[src/rtl/ppws_pkg.sv]
// ----------------------------------------------------------------------------
// ppws_pkg: shared types and constants
// Field widths, register reset value and the control word handed from the
// measurement stage to the period chain.
// ----------------------------------------------------------------------------
package ppws_pkg;

  localparam int EDGE_W  = 32;
  localparam int THR_W   = 20;
  localparam int SUM_W   = 35;
  localparam int COUNT_W = 3;

  localparam logic [THR_W-1:0] THRESH_RESET = 20'hC00;

  typedef struct packed {
    logic load;
    logic store;
  } chain_ctl_t;

endpackage

[src/rtl/ppws_cell.sv]
// ----------------------------------------------------------------------------
// ppws_cell: one period cell
// Holds one stored period and its valid flag; on shift, takes the word of its
// upstream neighbor.
// ----------------------------------------------------------------------------
module ppws_cell #(
  parameter int W = 32
) (
  input  logic         clk,
  input  logic         rst_n,
  input  logic         shift,
  input  logic [W-1:0] prev_val,
  input  logic         prev_vld,
  output logic [W-1:0] val,
  output logic         vld
);

  logic [W-1:0] val_r;
  logic         vld_r;

  always_ff @(posedge clk) begin
    if (!rst_n) begin
      vld_r <= 1'b0;
    end else if (shift) begin
      vld_r <= prev_vld;
    end
  end

  always_ff @(posedge clk) begin
    if (shift) begin
      val_r <= prev_val;
    end
  end

  assign val = val_r;
  assign vld = vld_r;

endmodule

[src/rtl/ppws_chain.sv]
// ----------------------------------------------------------------------------
// ppws_chain: row of period cells with running sum and count
// A stored period enters the head cell, every cell hands its word on, and the
// tail word drops out; sum and count follow the words that enter and leave.
// ----------------------------------------------------------------------------
module ppws_chain import ppws_pkg::*; #(
  parameter  int RING_DEPTH = 5,
  parameter  int TIME_WIDTH = 32,
  localparam int CNT_W      = $clog2(RING_DEPTH + 1)
) (
  input  logic                  clk,
  input  logic                  rst_n,
  input  chain_ctl_t            ctl,
  input  logic [TIME_WIDTH-1:0] period,
  output logic [SUM_W-1:0]      sum_nxt,
  output logic [CNT_W-1:0]      count_nxt
);

  logic [TIME_WIDTH-1:0] cell_val [RING_DEPTH];
  logic                  cell_vld [RING_DEPTH];
  logic                  shift;
  logic [SUM_W-1:0]      sum_r;
  logic [CNT_W-1:0]      count_r;
  logic [SUM_W-1:0]      tail_term;

  assign shift = ctl.load && ctl.store;

  for (genvar i = 0; i < RING_DEPTH; i++) begin : g_cell
    if (i == 0) begin : g_head
      ppws_cell #(.W(TIME_WIDTH)) u_cell (
        .clk      (clk),
        .rst_n    (rst_n),
        .shift    (shift),
        .prev_val (period),
        .prev_vld (1'b1),
        .val      (cell_val[i]),
        .vld      (cell_vld[i])
      );
    end else begin : g_body
      ppws_cell #(.W(TIME_WIDTH)) u_cell (
        .clk      (clk),
        .rst_n    (rst_n),
        .shift    (shift),
        .prev_val (cell_val[i-1]),
        .prev_vld (cell_vld[i-1]),
        .val      (cell_val[i]),
        .vld      (cell_vld[i])
      );
    end
  end

  assign tail_term = cell_vld[RING_DEPTH-1] ? SUM_W'(cell_val[RING_DEPTH-1]) : '0;

  always_comb begin
    sum_nxt   = sum_r;
    count_nxt = count_r;
    if (shift) begin
      sum_nxt = sum_r + SUM_W'(period) - tail_term;
      if (!cell_vld[RING_DEPTH-1]) begin
        count_nxt = count_r + CNT_W'(1);
      end
    end
  end

  always_ff @(posedge clk) begin
    if (!rst_n) begin
      sum_r   <= '0;
      count_r <= '0;
    end else begin
      sum_r   <= sum_nxt;
      count_r <= count_nxt;
    end
  end

endmodule

[src/rtl/pulse_period_window_sum_unit.sv]
// ----------------------------------------------------------------------------
// pulse_period_window_sum_unit: tachometer pulse-period moving sum
// Takes one edge timestamp per word and returns the sum and count of the
// last RING_DEPTH accepted pulse periods with reject and first-edge flags.
// ----------------------------------------------------------------------------
// Each word first has its period formed and compared with the glitch
// threshold, and both are registered; as the word moves to the output
// register, the period chain moves and the running sum is updated. A new
// word is accepted every cycle while the result side takes words; the output
// register lets the next word in while a result waits. The threshold register
// is written through the cfg channel, which is always ready.
module pulse_period_window_sum_unit import ppws_pkg::*; #(
  parameter int RING_DEPTH = 5,
  parameter int TIME_WIDTH = 32
) (
  input  logic               clk,
  input  logic               rst_n,
  input  logic               in_valid,
  output logic               in_ready,
  input  logic [EDGE_W-1:0]  in_edge_time,
  output logic               out_valid,
  input  logic               out_ready,
  output logic [SUM_W-1:0]   out_period_sum,
  output logic [COUNT_W-1:0] out_period_count,
  output logic               out_rejected,
  output logic               out_first_edge,
  input  logic               cfg_valid,
  output logic               cfg_ready,
  input  logic [THR_W-1:0]   cfg_data
);

  localparam int CNT_W = $clog2(RING_DEPTH + 1);
  localparam int CMP_W = (TIME_WIDTH > THR_W) ? TIME_WIDTH : THR_W;

  logic [THR_W-1:0]      thr_r;
  logic [TIME_WIDTH-1:0] last_edge_r;
  logic                  have_prev_r;

  logic                  a_valid_r;
  logic [TIME_WIDTH-1:0] a_period_r;
  logic                  a_store_r;
  logic                  a_rej_r;
  logic                  a_first_r;

  logic                  out_valid_r;
  logic [SUM_W-1:0]      out_sum_r;
  logic [COUNT_W-1:0]    out_count_r;
  logic                  out_rej_r;
  logic                  out_first_r;

  logic                  in_acc;
  logic                  b_load;
  logic [TIME_WIDTH-1:0] now;
  logic [TIME_WIDTH-1:0] diff;
  logic                  store_nxt;
  chain_ctl_t            ctl;
  logic [SUM_W-1:0]      sum_nxt;
  logic [CNT_W-1:0]      count_nxt;

  assign b_load   = a_valid_r && (!out_valid_r || out_ready);
  assign in_ready = !a_valid_r || b_load;
  assign in_acc   = in_valid && in_ready;

  assign now       = TIME_WIDTH'(in_edge_time);
  assign diff      = now - last_edge_r;
  assign store_nxt = have_prev_r && (CMP_W'(diff) > CMP_W'(thr_r));

  // hold the threshold; always ready
  assign cfg_ready = 1'b1;
  always_ff @(posedge clk) begin
    if (!rst_n) begin
      thr_r <= THRESH_RESET;
    end else if (cfg_valid && cfg_ready) begin
      thr_r <= cfg_data;
    end
  end

  // re-anchor on every edge
  always_ff @(posedge clk) begin
    if (!rst_n) begin
      last_edge_r <= '0;
      have_prev_r <= 1'b0;
    end else if (in_acc) begin
      last_edge_r <= now;
      have_prev_r <= 1'b1;
    end
  end

  always_ff @(posedge clk) begin
    if (!rst_n) begin
      a_valid_r <= 1'b0;
    end else if (in_acc) begin
      a_valid_r <= 1'b1;
    end else if (b_load) begin
      a_valid_r <= 1'b0;
    end
  end

  always_ff @(posedge clk) begin
    if (in_acc) begin
      a_period_r <= diff;
      a_store_r  <= store_nxt;
      a_rej_r    <= have_prev_r && !store_nxt;
      a_first_r  <= !have_prev_r;
    end
  end

  assign ctl.load  = b_load;
  assign ctl.store = a_store_r;

  ppws_chain #(
    .RING_DEPTH (RING_DEPTH),
    .TIME_WIDTH (TIME_WIDTH)
  ) u_chain (
    .clk       (clk),
    .rst_n     (rst_n),
    .ctl       (ctl),
    .period    (a_period_r),
    .sum_nxt   (sum_nxt),
    .count_nxt (count_nxt)
  );

  always_ff @(posedge clk) begin
    if (!rst_n) begin
      out_valid_r <= 1'b0;
    end else if (b_load) begin
      out_valid_r <= 1'b1;
    end else if (out_ready) begin
      out_valid_r <= 1'b0;
    end
  end

  always_ff @(posedge clk) begin
    if (b_load) begin
      out_sum_r   <= sum_nxt;
      out_count_r <= COUNT_W'(count_nxt);
      out_rej_r   <= a_rej_r;
      out_first_r <= a_first_r;
    end
  end

  assign out_valid        = out_valid_r;
  assign out_period_sum   = out_sum_r;
  assign out_period_count = out_count_r;
  assign out_rejected     = out_rej_r;
  assign out_first_edge   = out_first_r;

endmodule

[config.mk]
export PLATFORM = sky130hd
export DESIGN_NAME = pulse_period_window_sum_unit
export DESIGN_NICKNAME = d
export VERILOG_FILES = /design/src/rtl/ppws_pkg.sv /design/src/rtl/ppws_cell.sv /design/src/rtl/ppws_chain.sv /design/src/rtl/pulse_period_window_sum_unit.sv
export SDC_FILE = /design/constraint.sdc
export NUM_CORES = 1
export LEC_CHECK = 0
export BUFFER_PORTS_ARGS = -buffer_cell sky130_fd_sc_hd__buf_2
export CAP_MARGIN = 20
export CORE_ASPECT_RATIO = 1.5
export CORE_UTILIZATION = 55
export CTS_CLUSTER_SIZE = 16
export DETAILED_ROUTE_END_ITERATION = 12
export PLACE_DENSITY = 0.69
export SLEW_MARGIN = 20
export SYNTH_ARGS = -nofsm -noshare
export SYNTH_HDL_FRONTEND = slang
export SYNTH_SLANG_ARGS = --single-unit
[constraint.sdc]
create_clock -name clk -period 10.7 [get_ports clk]
set_clock_uncertainty 0.1 [all_clocks]
set_input_delay 1.07 -clock clk [delete_from_list [all_inputs] [get_ports clk]]
set_output_delay 1.07 -clock clk [all_outputs]
set_load 0.03 [all_outputs]
==> key figures <==
Status
  – Run status: finished, final reports clean

Clock network
  – CTS Buffer Depth: 3
  – CTS H-tree lvls: 1
  – Post-CTS sizing: 0
  – Hold buffers post-CTS: 0
  – Worst skew pair latency: 560 ps
  – Post-CTS Setup Bufs: 0
  – Clock sinks: 333
  – TritonCTS clock tree: yes
  – Num CTS Buffers: 31
  – Root Driver: clkbuf_16
  – Reg clk slew, reported paths: 70 ps

Route
  – Post-DR vias/cell: 5.15
  – Pre-antenna DRT Iters: 5
  – # DRC: 0
  – Vias: 9987
  – Antenna-violating nets left: 0
  – WL final: 29200 um
  – Wire length per cell: 15.0 um
  – DR iter-0 viols: 523

Worst setup path
  – Setup crit start kind: primary input
  – Crit path cell chain: buf_2 -> inv_1 -> ha_1 -> inv_1 -> fa_1 -> a211oi_1 -> o21ai_0 -> nand3_1 -> nand2_1 -> a31o_2 -> a21o_1 -> a21oi_1 -> xnor2_1 -> ha_1 -> and3_1 -> nand3_1 -> nor3_1 -> a22oi_1 -> a211o_1 -> or4_1 -> or4b_1 -> or4_1 -> and2_1
  – R2r startpoint: last_edge_r[0]
  – Slowest cell on crit path: or4b_1
  – Worst Path Arrival: 6150 ps
  – R2r setup slk: 5100 ps
  – Worst path max stage delay: 450 ps
  – Worst Reg2Reg Path Length in Cells: 21
  – Crit path buffers/inverters: 3
  – R2r endpoint: a_store_r
  – Crit-path max FO: 4
  – CP top delay family: simple AND/OR/NAND/NOR gates
  – Levels on crit path: 23
  – Crit end category: flip-flop
  – Crit path required time: 10910 ps
  – Crit path kind: in2reg

GRT
  – Largest net degree at the start of global routing: 121
  – Initial antenna violation count: 0
  – Vias in the first global route: 9727
  – Global route overflow: 0
  – Global-route wire length before repair: 47200 um
  – All-Layer GR Usage: 0.201

Layout
  – Final non-filler cell area: 17900 um2
  – Diode count: 0
  – Area grow syn2layout: 12.1%
  – Share of cells above drive strength 1: 0.109
  – Post-Layout Cell Count: 1941
  – Utilization after layout: 0.626
  – Nets: 1704
  – Fillers: 2266

STA
  – Setup TNS: 0 ps
  – Tcrit/Tclk final: 0.555
  – Final Slew Violations: 0
  – F_max: 0.168 GHz
  – Final setup vio count: 0
  – Slew @ Worst Pin: 1030 ps
  – Min Clock Period, post-route: 5940 ps
  – RSZ-0062 raised after global routing: false
  – Rel. slew slack: 0.316
  – Final-report hold violation count: 0

Min path
  – Hold depth: 0
  – Worst hold endpoint: u_chain.g_cell[4].g_body.u_cell.val[4]
  – Critical hold path startpoint: u_chain.g_cell[3].g_body.u_cell.val[4]
  – Worst min-delay path class: reg2reg

Floorplanning
  – Die width: 141 um
  – # rows: 76
  – Starting Density: 0.558
  – I/O pin total: 100
  – Die height: 211 um
  – Core area: 28600 um2
  – DIE AREA: 29700 um2

Yosys
  – Most used DFF post-synth: edfxtp_1
  – Syn Area/Cell: 11.2 um2
  – Post-Syn Instances: 1429
  – Net count after synthesis: 1606
  – Post-synth cell types: 63
  – Number of synthesized flops with an enable pin: 235
  – Async set-or-reset flop fraction in the synthesized netlist: 0
  – #FFs+latches synth: 333
  – Synth warn: 0
  – Sequential element share of the synthesized area: 0.565
  – Syn Std Cell Area: 16000 um2

Power
  – Pwr Total: 3.39 mW
  – Peak VDD IR: 0.152 mV
  – PD cells: 189 nW/um2
  – Leakage: 7.26 nW

Run
  – Max Cap Viol: 0

Place
  – DPL Wire Length: 21400 um
  – Placed cells: 1884
  – Area after DPL: 16900 um2
  – Port buffer count: 98
  – GP Congestion: 0.891
synth_stat cells (3+ instances only):
library cell,number,share of area
xnor2_1,36,0.020
o21bai_1,10,0.0047
mux2_2,3,0.0021
and2_1,73,0.029
nand2b_1,5,0.0020
nand3_1,15,0.0047
a21oi_1,109,0.034
nor2b_1,7,0.0027
o21a_1,16,0.0075
xor2_1,16,0.0088
dfxtp_1,98,0.12
nand4_1,8,0.0031
a31oi_1,14,0.0055
o31ai_1,4,0.0019
a211o_1,5,0.0027
nor2_1,66,0.016
fa_1,33,0.041
ha_1,87,0.068
o31a_1,3,0.0016
buf_2,3,0.00094
o21ai_0,58,0.018
clkbuf_1,32,0.0075
edfxtp_1,235,0.44
o211ai_1,4,0.0019
or3_1,3,0.0012
a31o_2,3,0.0016
a221oi_1,4,0.0022
nand2_1,149,0.035
inv_1,202,0.047
nor3_1,11,0.0034
a211oi_1,6,0.0028
mux2i_1,26,0.016
buf_1,4,0.00094
and3_1,9,0.0035
a21o_1,35,0.016
how the worst max path moves through the flow:
stage                    startpoint                  to  slack (ps)
global placement    in_edge_time[0]           a_store_r        4320
global route        in_edge_time[0]           a_store_r        4420
floorplan                 out_ready  out_period_sum[33]        2350
finish              in_edge_time[0]           a_store_r        4760
CTS                 in_edge_time[0]           a_store_r        4770
detailed placement  in_edge_time[0]           a_store_r        4180
registers in the layout, indices dropped and copies added (netlist names), 3 cells and up:
name,count
u_chain.count_r,3
thr_r,20
u_chain.g_cell.g_body.u_cell.val,128
u_chain.g_cell.g_head.u_cell.val,32
a_period_r,32
u_chain.sum_r,35
out_period_count,3
last_edge_r,32
out_period_sum,35
u_chain.g_cell.g_body.u_cell.vld,4
kinds of logic after synthesis:
family	Yosys count	synth area share
buffers and inverters	243	0.0576
DFF	333	0.565
AOI/OAI and AO/OA	292	0.115
muxes	29	0.0184
xor gates and xnor gates	52	0.0285
other	1	0.000235
and+or+nand+nor	359	0.106
adders and majority gates	120	0.110
through the flow:
| step | hold WS (ps) | worst slack [ps] |
|---|---|---|
| CTS | 314 | 4770 |
| floorplan | 300 | 2350 |
| global route | 315 | 4420 |
| detailed placement | 305 | 4180 |
| global placement | 300 | 4320 |
| finish | 315 | 4760 |
routing by layer:
metal / part of all wire / routed length, um / GRT usage / up-vias
met5: 0 / 0 / 0 / -
met4: 0.034 / 1010 / 0.0821 / 0
met3: 0.032 / 936 / 0.0222 / 51
met2: 0.50 / 14500 / 0.353 / 193
met1: 0.44 / 12800 / 0.253 / 4651
li1: - / - / - / 5092
power by group:
part	internal [mW]	switching (mW)
Combinational	0.313	0.476
Clock	0.651	0.459
Sequential	1.47	0.0259
Total	2.43	0.961
final cells by class:
| cell class | instances | area, um2 | area share |
|---|---|---|---|
| timing repair buffer | 105 | 556 | 0.0310 |
| multi-input combinational | 853 | 6030 | 0.337 |
| sequential | 333 | 9020 | 0.504 |
| inverter | 203 | 767 | 0.0428 |
| tap | 390 | 488 | 0.0272 |
| clock buffer | 38 | 832 | 0.0465 |
| clock inverter | 19 | 214 | 0.0119 |
layout by cell type (no fill, tap or decap), drive strengths merged, types with 8 or more instances in the layout:
cell type | Yosys | routed
buf | 8 | 105
a21o | 35 | 35
ha | 87 | 87
a21oi | 109 | 109
o21ai | 58 | 58
o21bai | 10 | 10
fa | 33 | 33
mux2i | 26 | 26
nor3 | 11 | 11
nor2 | 66 | 66
and3 | 9 | 9
clkbuf | 32 | 38
xnor2 | 36 | 36
a31oi | 14 | 14
dfxtp | 98 | 98
and2 | 75 | 75
edfxtp | 235 | 235
nand3 | 16 | 16
clkinv | 0 | 11
o21a | 16 | 16
nand2 | 149 | 149
nand4 | 8 | 8
xor2 | 16 | 16
inv | 203 | 205
(Power assumes the default switching activity.)
